--- src/rtl/sps_pkg.sv ---
// ----------------------------------------------------------------------------
// sps_pkg
// Types, codes and defaults shared by the palette slot allocator files.
// ----------------------------------------------------------------------------
package sps_pkg;

	localparam int DEF_SLOT_COUNT    = 16;
	localparam int DEF_COLOUR_BYTES  = 6;
	localparam int NUM_COLOUR_FIELDS = 6;
	localparam int MAX_COLOUR_BYTES  = 8;

	localparam logic [7:0] COUNT_MAX = 8'd255;

	// item kinds
	localparam logic [1:0] KIND_ALLOC   = 2'd0;
	localparam logic [1:0] KIND_RELEASE = 2'd1;
	localparam logic [1:0] KIND_CLEAR   = 2'd2;

	// pool numbers
	localparam logic [1:0] POOL_ONE = 2'd1;
	localparam logic [1:0] POOL_TWO = 2'd2;

	// register indexes
	localparam logic [2:0] CFG_POOL_ONE_FIRST  = 3'd0;
	localparam logic [2:0] CFG_POOL_ONE_END    = 3'd1;
	localparam logic [2:0] CFG_POOL_TWO_FIRST  = 3'd2;
	localparam logic [2:0] CFG_POOL_TWO_END    = 3'd3;
	localparam logic [2:0] CFG_MATCH_TOLERANCE = 3'd4;

	// register reset values
	localparam logic [3:0] RST_POOL_ONE_FIRST  = 4'd13;
	localparam logic [4:0] RST_POOL_ONE_END    = 5'd15;
	localparam logic [3:0] RST_POOL_TWO_FIRST  = 4'd4;
	localparam logic [4:0] RST_POOL_TWO_END    = 5'd12;
	localparam logic [7:0] RST_MATCH_TOLERANCE = 8'd10;

	typedef enum logic [2:0] {
		ST_IDLE,
		ST_FREE_SCAN,
		ST_MATCH_RD,
		ST_MATCH_CMP,
		ST_REL_RD,
		ST_REL_WR,
		ST_DONE
	} state_t;

endpackage

--- src/rtl/sps_ram.sv ---
// ----------------------------------------------------------------------------
// sps_ram
// Generic single-port RAM, one write or read per cycle, registered read data.
// ----------------------------------------------------------------------------
module sps_ram #(
	parameter int WIDTH = 8,
	parameter int DEPTH = 16
) (
	input  logic                     clk,
	input  logic                     we,
	input  logic [$clog2(DEPTH)-1:0] addr,
	input  logic [WIDTH-1:0]         wdata,
	output logic [WIDTH-1:0]         rdata
);

	logic [WIDTH-1:0] mem_q [DEPTH];

	always_ff @(posedge clk) begin
		if (we) begin
			mem_q[addr] <= wdata;
		end
		rdata <= mem_q[addr];
	end

endmodule

--- src/rtl/shared_palette_slot_allocator.sv ---
// allocate: a free scan over the used bits from the pool's first slot, then, if no
// slot is free, a share scan that reads and compares each slot in turn through the
// single slot RAM port. release: a read, then a write; clear and others: straight to done.
// one item at a time; the next item is taken once the result is registered.
// reset clears the used flags at once (no clearing pass) and loads the
// register defaults; slot contents are only read for used slots.
// ----------------------------------------------------------------------------
// shared_palette_slot_allocator
// Reference-counted colour slot table with first-free allocate, tolerant
// sharing, release and clear, run by a small sequencer over one slot RAM.
// ----------------------------------------------------------------------------
module shared_palette_slot_allocator
	import sps_pkg::*;
#(
	parameter int SLOT_COUNT   = DEF_SLOT_COUNT,
	parameter int COLOUR_BYTES = DEF_COLOUR_BYTES
) (
	input  logic        clk,
	input  logic        arst_n,

	input  logic        s_tvalid,
	output logic        s_tready,
	input  logic [55:0] s_tdata,  // pool[1:0], colour_a..colour_f[49:2], release_slot[53:50]
	input  logic [1:0]  s_tuser,  // kind[1:0]

	output logic        m_tvalid,
	input  logic        m_tready,
	output logic [7:0]  m_tdata,  // slot_index[3:0]
	output logic [1:0]  m_tuser,  // granted[0], was_shared[1]

	input  logic        cfg_we,
	input  logic [2:0]  cfg_index,
	input  logic [7:0]  cfg_data
);

	localparam int IW  = $clog2(SLOT_COUNT);
	localparam int CW  = (IW + 1 > 5) ? IW + 1 : 5;
	localparam int CBW = COLOUR_BYTES * 8;
	localparam int DW  = CBW + 8;

	state_t state_q, state_d;

	logic [3:0] p1_first_q, p2_first_q;
	logic [4:0] p1_end_q, p2_end_q;
	logic [7:0] tol_q;

	logic [47:0]           colours_q;
	logic [CW-1:0]         idx_q, first_q, end_q;
	logic [SLOT_COUNT-1:0] used_q;
	logic                  res_granted_q, res_shared_q;
	logic [3:0]            res_slot_q;
	logic                  out_valid_q, out_granted_q, out_shared_q;
	logic [3:0]            out_slot_q;

	logic          in_acc, out_free, at_end, cur_used, close;
	logic          pool_ok, rel_ok;
	logic [1:0]    in_kind, in_pool;
	logic [3:0]    in_rel;
	logic [CW-1:0] sel_first, sel_end, sel_end_ext;
	logic [IW-1:0] addr;

	logic          ram_we;
	logic [DW-1:0] ram_wdata, ram_rdata;
	logic [CBW-1:0] want;
	logic [7:0]    rd_refs, new_refs;
	logic          idx_inc, idx_rewind, grant, share, used_set, used_clr;

	logic [MAX_COLOUR_BYTES*8-1:0] colours_pad;

	assign in_kind  = s_tuser[1:0];
	assign in_pool  = s_tdata[1:0];
	assign in_rel   = s_tdata[53:50];
	assign s_tready = (state_q == ST_IDLE);
	assign in_acc   = s_tvalid && s_tready;
	assign out_free = !out_valid_q || m_tready;

	assign addr     = idx_q[IW-1:0];
	assign at_end   = (idx_q >= end_q);
	assign cur_used = used_q[addr];
	assign rd_refs  = ram_rdata[DW-1 -: 8];
	assign rel_ok   = (CW'(in_rel) < CW'(SLOT_COUNT));
	assign pool_ok  = (in_pool == POOL_ONE) || (in_pool == POOL_TWO);

	// range of the requested pool, end clamped to the table size
	always_comb begin
		if (in_pool == POOL_ONE) begin
			sel_first   = CW'(p1_first_q);
			sel_end_ext = CW'(p1_end_q);
		end else begin
			sel_first   = CW'(p2_first_q);
			sel_end_ext = CW'(p2_end_q);
		end
		sel_end = (sel_end_ext > CW'(SLOT_COUNT)) ? CW'(SLOT_COUNT) : sel_end_ext;
	end

	// requested bytes; bytes past the six fields are zero
	assign colours_pad = {{(MAX_COLOUR_BYTES * 8 - 48){1'b0}}, colours_q};

	always_comb begin
		for (int b = 0; b < COLOUR_BYTES; b++) begin
			want[b*8 +: 8] = (b < NUM_COLOUR_FIELDS) ? colours_pad[b*8 +: 8] : 8'd0;
		end
	end

	// per-byte distance test against the stored slot
	always_comb begin
		logic [7:0] w, h, d;
		close = 1'b1;
		for (int b = 0; b < COLOUR_BYTES; b++) begin
			w = want[b*8 +: 8];
			h = ram_rdata[b*8 +: 8];
			d = (w > h) ? (w - h) : (h - w);
			if (d >= tol_q) begin
				close = 1'b0;
			end
		end
	end

	assign new_refs = (rd_refs == COUNT_MAX) ? rd_refs : (rd_refs + 8'd1);

	// next state
	always_comb begin
		state_d = state_q;
		unique case (state_q)
			ST_IDLE: begin
				if (in_acc) begin
					priority if (in_kind == KIND_ALLOC && pool_ok) begin
						state_d = ST_FREE_SCAN;
					end else if (in_kind == KIND_RELEASE && rel_ok) begin
						state_d = ST_REL_RD;
					end else begin
						state_d = ST_DONE;
					end
				end
			end
			ST_FREE_SCAN: begin
				if (at_end) begin
					state_d = ST_MATCH_RD;
				end else if (!cur_used) begin
					state_d = ST_DONE;
				end
			end
			ST_MATCH_RD:  state_d = at_end ? ST_DONE : ST_MATCH_CMP;
			ST_MATCH_CMP: state_d = (cur_used && close) ? ST_DONE : ST_MATCH_RD;
			ST_REL_RD:    state_d = ST_REL_WR;
			ST_REL_WR:    state_d = ST_DONE;
			ST_DONE:      state_d = out_free ? ST_IDLE : ST_DONE;
			default:      state_d = ST_IDLE;
		endcase
	end

	// sequencer controls
	always_comb begin
		ram_we     = 1'b0;
		ram_wdata  = {8'd1, want};
		idx_inc    = 1'b0;
		idx_rewind = 1'b0;
		grant      = 1'b0;
		share      = 1'b0;
		used_set   = 1'b0;
		used_clr   = 1'b0;
		unique case (state_q)
			ST_FREE_SCAN: begin
				if (at_end) begin
					idx_rewind = 1'b1;
				end else if (!cur_used) begin
					ram_we   = 1'b1;
					used_set = 1'b1;
					grant    = 1'b1;
				end else begin
					idx_inc = 1'b1;
				end
			end
			ST_MATCH_CMP: begin
				if (cur_used && close) begin
					ram_we    = 1'b1;
					ram_wdata = {new_refs, ram_rdata[CBW-1:0]};
					grant     = 1'b1;
					share     = 1'b1;
				end else begin
					idx_inc = 1'b1;
				end
			end
			ST_REL_WR: begin
				if (cur_used) begin
					ram_we    = 1'b1;
					ram_wdata = {rd_refs - 8'd1, ram_rdata[CBW-1:0]};
					used_clr  = (rd_refs <= 8'd1);
				end
			end
			default: begin
			end
		endcase
	end

	sps_ram #(
		.WIDTH(DW),
		.DEPTH(SLOT_COUNT)
	) u_slot_ram (
		.clk  (clk),
		.we   (ram_we),
		.addr (addr),
		.wdata(ram_wdata),
		.rdata(ram_rdata)
	);

	always_ff @(posedge clk or negedge arst_n) begin
		if (!arst_n) begin
			state_q       <= ST_IDLE;
			used_q        <= '0;
			out_valid_q   <= 1'b0;
			res_granted_q <= 1'b0;
			res_shared_q  <= 1'b0;
			p1_first_q    <= RST_POOL_ONE_FIRST;
			p1_end_q      <= RST_POOL_ONE_END;
			p2_first_q    <= RST_POOL_TWO_FIRST;
			p2_end_q      <= RST_POOL_TWO_END;
			tol_q         <= RST_MATCH_TOLERANCE;
		end else begin
			state_q <= state_d;

			if (cfg_we) begin
				unique case (cfg_index)
					CFG_POOL_ONE_FIRST:  p1_first_q <= cfg_data[3:0];
					CFG_POOL_ONE_END:    p1_end_q   <= cfg_data[4:0];
					CFG_POOL_TWO_FIRST:  p2_first_q <= cfg_data[3:0];
					CFG_POOL_TWO_END:    p2_end_q   <= cfg_data[4:0];
					CFG_MATCH_TOLERANCE: tol_q      <= cfg_data;
					default: begin
					end
				endcase
			end

			if (in_acc) begin
				res_granted_q <= 1'b0;
				res_shared_q  <= 1'b0;
				if (in_kind == KIND_CLEAR) begin
					used_q <= '0;
				end
			end else begin
				if (grant) begin
					res_granted_q <= 1'b1;
				end
				if (share) begin
					res_shared_q <= 1'b1;
				end
				if (used_set) begin
					used_q[addr] <= 1'b1;
				end
				if (used_clr) begin
					used_q[addr] <= 1'b0;
				end
			end

			if (state_q == ST_DONE && out_free) begin
				out_valid_q <= 1'b1;
			end else if (m_tready) begin
				out_valid_q <= 1'b0;
			end
		end
	end

	// payload and scan registers
	always_ff @(posedge clk) begin
		if (in_acc) begin
			colours_q <= s_tdata[49:2];
			first_q   <= sel_first;
			end_q     <= sel_end;
			idx_q     <= (in_kind == KIND_RELEASE) ? CW'(in_rel) : sel_first;
		end else if (idx_rewind) begin
			idx_q <= first_q;
		end else if (idx_inc) begin
			idx_q <= idx_q + CW'(1);
		end

		if (in_acc) begin
			res_slot_q <= 4'd0;
		end else if (grant) begin
			res_slot_q <= idx_q[3:0];
		end

		if (state_q == ST_DONE && out_free) begin
			out_granted_q <= res_granted_q;
			out_shared_q  <= res_shared_q;
			out_slot_q    <= res_slot_q;
		end
	end

	assign m_tvalid = out_valid_q;
	assign m_tdata  = {4'd0, out_slot_q};
	assign m_tuser  = {out_shared_q, out_granted_q};

endmodule
--- config.mk ---
export PLATFORM = sky130hd
export DESIGN_NAME = shared_palette_slot_allocator
export DESIGN_NICKNAME = d
export VERILOG_FILES = /design/src/rtl/sps_pkg.sv /design/src/rtl/sps_ram.sv /design/src/rtl/shared_palette_slot_allocator.sv
export SDC_FILE = /design/constraint.sdc
export NUM_CORES = 1
export LEC_CHECK = 0
export ABC_CLOCK_PERIOD_IN_PS = 11600
export BUFFER_PORTS_ARGS = -buffer_cell sky130_fd_sc_hd__buf_2
export CAP_MARGIN = 10
export CORE_MARGIN = 3
export CORE_UTILIZATION = 40
export CTS_CLUSTER_SIZE = 8
export DETAILED_ROUTE_END_ITERATION = 10
export MAX_ROUTING_LAYER = met4
export PLACE_DENSITY = 0.51
export SKIP_LAST_GASP = 1
export SLEW_MARGIN = 20
export SYNTH_ARGS = -nofsm -noshare
export SYNTH_HDL_FRONTEND = slang
export SYNTH_SLANG_ARGS = --single-unit
--- constraint.sdc ---
create_clock -name clk -period 11.6 [get_ports clk]
set_clock_uncertainty 0.05 [all_clocks]
set_input_delay 2.32 -clock clk [delete_from_list [all_inputs] [get_ports clk]]
set_output_delay 2.32 -clock clk [all_outputs]
set_load 0.03 [all_outputs]
==> results of run 1 <==
cells in the final DEF, fill, tap and decap left out, drive strengths merged, types with 17 or more instances in the layout:
cell type	Yosys	routed
a211oi	21	21
a21o	19	19
a21oi	58	58
a31oi	18	18
buf	45	137
clkbuf	61	258
dfrtp	36	36
dfxtp	60	60
edfxtp	964	964
ha	151	151
inv	136	143
mux2	58	58
mux2i	73	73
mux4	285	285
nand2	74	74
nand2b	17	17
nand3	29	29
nand4	20	20
nor2	52	52
nor3	34	34
o21ai	62	62
xnor2	21	21
worst max-delay path, stage by stage (launching register included):
cell      delay, ns
edfxtp_1       0.39
inv_1          0.11
ha_1           0.17
inv_1          0.06
fa_1           0.39
a21o_1         0.17
a21oi_1        0.28
o211ai_1       0.17
nand2_1        0.33
mux2_2         0.38
a211o_1        0.35
and4_1         0.21
nor4_1         0.79
ha_1           0.39
a22oi_1        0.20
nand4_1        0.13
or4_1          0.53
a211oi_1       0.51
nand2_1        0.18
nor4_4         0.44
a211oi_2       0.14
buf_4          0.26
nor3_2         0.21
buf_4          0.63
buf_4          0.59
final timing paths:
kind | from | to | slack, ns | depth (start not counted)
worst max-delay path | colours_q[8] | u_slot_ram.mem_q[11][12] | 3.09 | 24
worst min-delay path | used_q[14] | used_q[14] | 0.45 | 2
worst max register to register | colours_q[8] | u_slot_ram.mem_q[11][12] | 3.09 | 24
worst min register to register | used_q[14] | used_q[14] | 0.45 | 2
max in group asynchronous | arst_n | used_q[9] | 9.36 | 2
min in group asynchronous | arst_n | state_q[0] | 1.64 | 2
registers in the layout, indices dropped and copies added, names as in the netlist, 3 cells and up:
register	count
state_q	3
out_slot_q	4
res_slot_q	4
p2_end_q	5
p2_first_q	4
idx_q	5
u_slot_ram.mem_q	896
tol_q	8
end_q	5
p1_end_q	5
used_q	16
first_q	4
p1_first_q	4
u_slot_ram.rdata	56
colours_q	48
cell type report:
class / count / area, sq um / share of cell area, %
Sequential cell: 1072 / 31370 / 59.57
Clock buffer: 258 / 4254 / 8.079
Multi-Input combinational cell: 1158 / 13670 / 25.95
Clock inverter: 10 / 110.1 / 0.2091
Tap cell: 1500 / 1877 / 3.564
Timing Repair Buffer: 137 / 868.3 / 1.649
Inverter: 137 / 515.5 / 0.9790
through the flow:
stage	hold slack [ns]	std cells	setup WS [ns]	util [%]	power (uW)
6_report	0.4534	4272	3.087	46.61	13840
3_3_place_gp	0.4315	4004	3.000	42.58	9779
3_5_place_dp	0.4403	4004	2.966	42.58	9883
2_1_floorplan	0.3749	2473	2.129	-	8433
4_1_cts	0.4521	4272	2.938	46.45	13990
5_1_grt	0.4740	4272	2.542	46.61	14620
metal layers:
layer	vias up	GRT usage (%)	wire length, um
li1	10340	-	-
met1	12680	26.58	49050
met2	665	32.38	56480
met3	155	3.035	5480
met4	0	5.066	2020
met5	-	-	0
cell families after synthesis:
group,share of synthesized area (%)
flops,68.68
mux,17.09
simple gates,3.370
compound gates,3.474
buf+inv,2.085
fa+ha+maj,4.663
xor+xnor,0.6329
other cells,0.008212
Yosys cell counts (all sizes together) (11+ instances only):
| library cell | instances |
|---|---|
| ha | 151 |
| clkbuf | 61 |
| nand3 | 29 |
| nand2b | 17 |
| a21oi | 58 |
| mux2 | 58 |
| a21o | 19 |
| a211oi | 21 |
| buf | 45 |
| fa | 12 |
| dfrtp | 36 |
| nand2 | 74 |
| o21ai | 62 |
| dfstp | 12 |
| mux2i | 73 |
| dfxtp | 60 |
| xor2 | 12 |
| nor2 | 52 |
| nand4 | 20 |
| nor4 | 11 |
| edfxtp | 964 |
| inv | 136 |
| a31oi | 18 |
| mux4 | 285 |
| xnor2 | 21 |
| nor3 | 34 |
where the power goes:
part / switching (uW) / internal [uW] / total [uW] / leakage, uW
logic: 2750 / 2110 / 4860 / 0.00612
registers: 196 / 4730 / 4930 / 0.00980
clock network: 1580 / 2470 / 4050 / 0.00208
==> flow_summary.ini, run 1 <==
[final_layout]
final_cell_area_sq_um = 52660
area_delta_synth_final_pct = 15.30
final_net_count = 2895
drive_gt1_share_pct = 26.30
fillers = 9609
antenna_cells = 0

[floorplanning]
die_h_um = 343.9
io_pins = 86
die_w_um = 343.9
coreArea_sq_um = 113000
std_cell_rows = 123
dieArea_sq_um = 118300
start_util_pct = 40.43

[synth]
yosysWarnings = 0
yosysUniqueCellTypes = 71
ys_seq_area_share_pct = 68.68
synthTopCellsByArea = edfxtp_1 (63%), mux4_2 (14%), ha_1 (4.1%)
yosysTopAreaCell = edfxtp_1
synth_top_flop_cell = edfxtp_1
syn_inst = 2470
synth_seq_cells = 1072
yosysTopAreaCellShare_pct = 63.39
synthArstFlopShare_pct = 4.478
synth_area_sq_um = 45670
avgSynthCellArea_sq_um = 18.49
synth-edff-count = 964

[flow_run]
maxCapViolations = 0

[clock_network]
cts.clk_slew.worst_paths_ns = 0.05
tritoncts = yes
cts.sinks = 1072
root_buffer = clkbuf_16
max-clock-path-buffers = 3
cts_setup_buffers = 0
postCtsResizedCells = 0
cts_hold_buf = 0
clk_latency_ns = 0.74
htreeDepth = 4
cts_buffers = 152

[timing]
setup_viol = 0
fin_crit_ns = 8.514
max_freq_ghz = 0.1175
rsz0062_at_grt = no
finalSetupTns_ns = 0
worst_slew_pin_slew_ns = 1.089
slew_violations = 0
finalCritPeriodShare_pct = 73.39
finalHoldViolCount = 0
slew_headroom_pct = 27.42

[critical_path]
crit_arrival_ns = 8.81
end_kind = flop
cp_data_required_time_ns = 11.90
crit_type = flop to flop
path_max_fanout = 32
worstSetupStartpointType = flop

[place]
placed_area_sq_um = 48100
gp_congestion = 0.8406
portBuffers = 79
dp_hpwl_um = 62780

[drt]
drt_wl_total_um = 113000
vias_per_cell = 5.581
wl_per_cell_um = 26.46
drtIter0Drc = 1969
vias = 23840
drc = 1
antenna_left = 0
dr.pass1.iters = 8

[grt]
grt_pass1_vias = 25120
grt_pass1_wl_um = 166600
grt_max_degree = 82
overflow = 0
grt.total_usage_pct = 19.94
grt_antenna_before_repair = 2

[hold_path]
hold_path.class = flop to flop

[power]
vdd_drop_max_v = 0.0001523
powerDensity_nw_per_um2 = 262.9
leakagePower_uw = 0.01800

[run_status]
status = finished with violations
violations = DRC
(Power assumes the default switching activity.)
==> run 2, diff against run 1 <==
--- a/config.mk
+++ b/config.mk
@@ -5,7 +5,7 @@
 export SDC_FILE = /design/constraint.sdc
 export NUM_CORES = 1
 export LEC_CHECK = 0
-export ABC_CLOCK_PERIOD_IN_PS = 11600
+export ABC_CLOCK_PERIOD_IN_PS = 7700
 export BUFFER_PORTS_ARGS = -buffer_cell sky130_fd_sc_hd__buf_2
 export CAP_MARGIN = 10
 export CORE_MARGIN = 3
@@ -13,7 +13,7 @@
 export CTS_CLUSTER_SIZE = 8
 export DETAILED_ROUTE_END_ITERATION = 10
 export MAX_ROUTING_LAYER = met4
-export PLACE_DENSITY = 0.51
+export PLACE_DENSITY = 0.53
 export SKIP_LAST_GASP = 1
 export SLEW_MARGIN = 20
 export SYNTH_ARGS = -nofsm -noshare
==> constraint.sdc (replaced) <==
create_clock -name clk -period 7.7 [get_ports clk]
set_clock_uncertainty 0.05 [all_clocks]
set_input_delay 1.54 -clock clk [delete_from_list [all_inputs] [get_ports clk]]
set_output_delay 1.54 -clock clk [all_outputs]
set_load 0.03 [all_outputs]
==> flow_summary.ini, run 2 (synthesis gave the netlist of run 1 again) <==
[run_status]
status = completed

[final_layout]
final_core_util_pct = 47.56
largestRegisters = u_slot_ram.mem_q (896), u_slot_ram.rdata (56), colours_q (48)
antenna_cells = 0
final_net_count = 2937
area_delta_synth_final_pct = 17.65
fillers = 9441
largest_register_ff_count = 896
regArea_sq_um = 31370
drive_gt1_share_pct = 27.28
multi_input_area_sq_um = 13760
final_common_cell = edfxtp_1
layout_common_cells = edfxtp_1 (964), mux4_2 (285), clkbuf_16 (160), ha_1 (151), inv_1 (135)
largest_register = u_slot_ram.mem_q

[critical_path]
max_stage_delay_ns = 0.72
cp_slowest_cell = mux2i_2
crit_type = flop to flop
cp_data_required_time_ns = 8.06
path_max_fanout = 33
crit_arrival_ns = 7.62
end_kind = flop
worstSetupStartpointType = flop
reg2reg_slack_ns = 0.44
crit_top_cell = buf_4

[floorplanning]
io_pins = 86
dieArea_sq_um = 118300
die_h_um = 343.9
coreArea_sq_um = 113000
std_cell_rows = 123
start_util_pct = 40.43
die_w_um = 343.9

[timing]
finalHoldViolCount = 0
fin_crit_ns = 7.261
max_freq_ghz = 0.1377
slew_headroom_pct = 30.20
rsz0062_at_grt = yes
fin_hold_ws_ns = 0.4142
setup_viol = 0
finalCritPeriodShare_pct = 94.30
worst_slew_pin_slew_ns = 1.033
slew_violations = 0

[clock_network]
tritoncts = yes
cts_hold_buf = 0
max-clock-path-buffers = 3
root_buffer = clkbuf_16
cts_buffers = 153
cts_setup_buffers = 0
cts.sinks = 1072
htreeDepth = 4
cts.clk_slew.worst_paths_ns = 0.05
clk_latency_ns = 0.73

[power]
powerDensity_nw_per_um2 = 395.2
p_seq_share_pct = 35.0
leakagePower_uw = 0.01850
combPwrFrac_pct = 35.6
p_int_uw = 14310
switchingPower_uw = 6924
p_sw_share_pct = 32.61
vdd_drop_max_v = 0.0002979
clockPowerShare_pct = 29.4

[drt]
dr.pass1.iters = 9
vias = 24020
antenna_left = 0
drtIter0Drc = 2192
drc = 0
vias_per_cell = 5.557
wl_per_cell_um = 25.99
drt_wl_total_um = 112400

[place]
dp_hpwl_um = 64930
gp_congestion = 0.8597
portBuffers = 79

[flow_run]
maxCapViolations = 0

[hold_path]
hold_path.class = flop to flop

[grt]
grt.total_usage_pct = 19.87
grt_pass1_wl_um = 167200
overflow = 0
grt_max_degree = 137
grt_antenna_before_repair = 0
grt_pass1_vias = 25470
run 2: cell count changes in the layout (fill, tap and decap cells not counted), sizes merged:
cell,previous run,this run
clkbuf,258,270
buf,137,178
clkinv,4,6
inv,143,139
run 2: per-layer routing:
metal  vias to the layer above  global-route usage [%]  wire length [um]
li1                      10440                       -                 -
met1                     12670                   26.50             48320
met2                       723                   32.08             56020
met3                       190                   2.958              5582
met4                         0                   5.528              2441
met5                         -                       -                 0
run 2: timing repair:
action                     4_1_cts  5_1_grt
hold endpoints to repair         0        0
gates resized for setup          4        7
setup endpoints to repair       50      580
run 2: path summary, 6_finish.rpt:
kind | endpoint | depth (start not counted) | startpoint
hold / removal | out_slot_q[0] | 0 | res_slot_q[0]
setup reg to reg | u_slot_ram.mem_q[8][44] | 25 | colours_q[8]
max in group asynchronous | p2_end_q[4] | 1 | arst_n
min in group asynchronous | m_tvalid | 1 | arst_n
hold reg to reg | out_slot_q[0] | 0 | res_slot_q[0]
setup / recovery | u_slot_ram.mem_q[8][44] | 25 | colours_q[8]
run 2: final cells by class:
type	instances	share of cell area (%)
Clock buffer	270	8.239
Clock inverter	8	0.1840
Inverter	137	0.9594
Multi-Input combinational cell	1158	25.60
Sequential cell	1072	58.38
Tap cell	1500	3.493
Timing Repair Buffer	178	3.146
run 2: through the flow:
step	cell area, sq um	total power [uW]	worst slack [ns]	setup TNS [ns]	cells
after floorplan	45800	12750	-1.596	-446.80	2473
after global placement	48960	14900	0.2120	0	4044
after detailed placement	48960	15070	-0.09336	-2.131	4044
after CTS	53500	21420	0.01399	0	4322
after global routing	53730	22380	0.006834	0	4323
final	53730	21230	0.4386	0	4323
run 2: power by group through the flow:
| stage | Sequential [uW] | Clock (uW) | Combinational [uW] |
|---|---|---|---|
| floorplan | 7400 | 0 | 5350 |
| global placement | 7530 | 0 | 7380 |
| detailed placement | 7550 | 0 | 7520 |
| CTS | 7440 | 6410 | 7570 |
| global route | 7480 | 6650 | 8240 |
| finish | 7440 | 6250 | 7550 |
run 2: critical path, delay by kind of cell (launching register included):
family                   cells  cell delay [ns]
AND/OR/NAND/NOR              8             2.20
AO/OA/AOI/OAI                6             1.33
multiplexers                 2             1.11
buffers and inverters        6             1.00
adder cells (fa/ha/maj)      3             0.81
flip-flops                   1             0.40
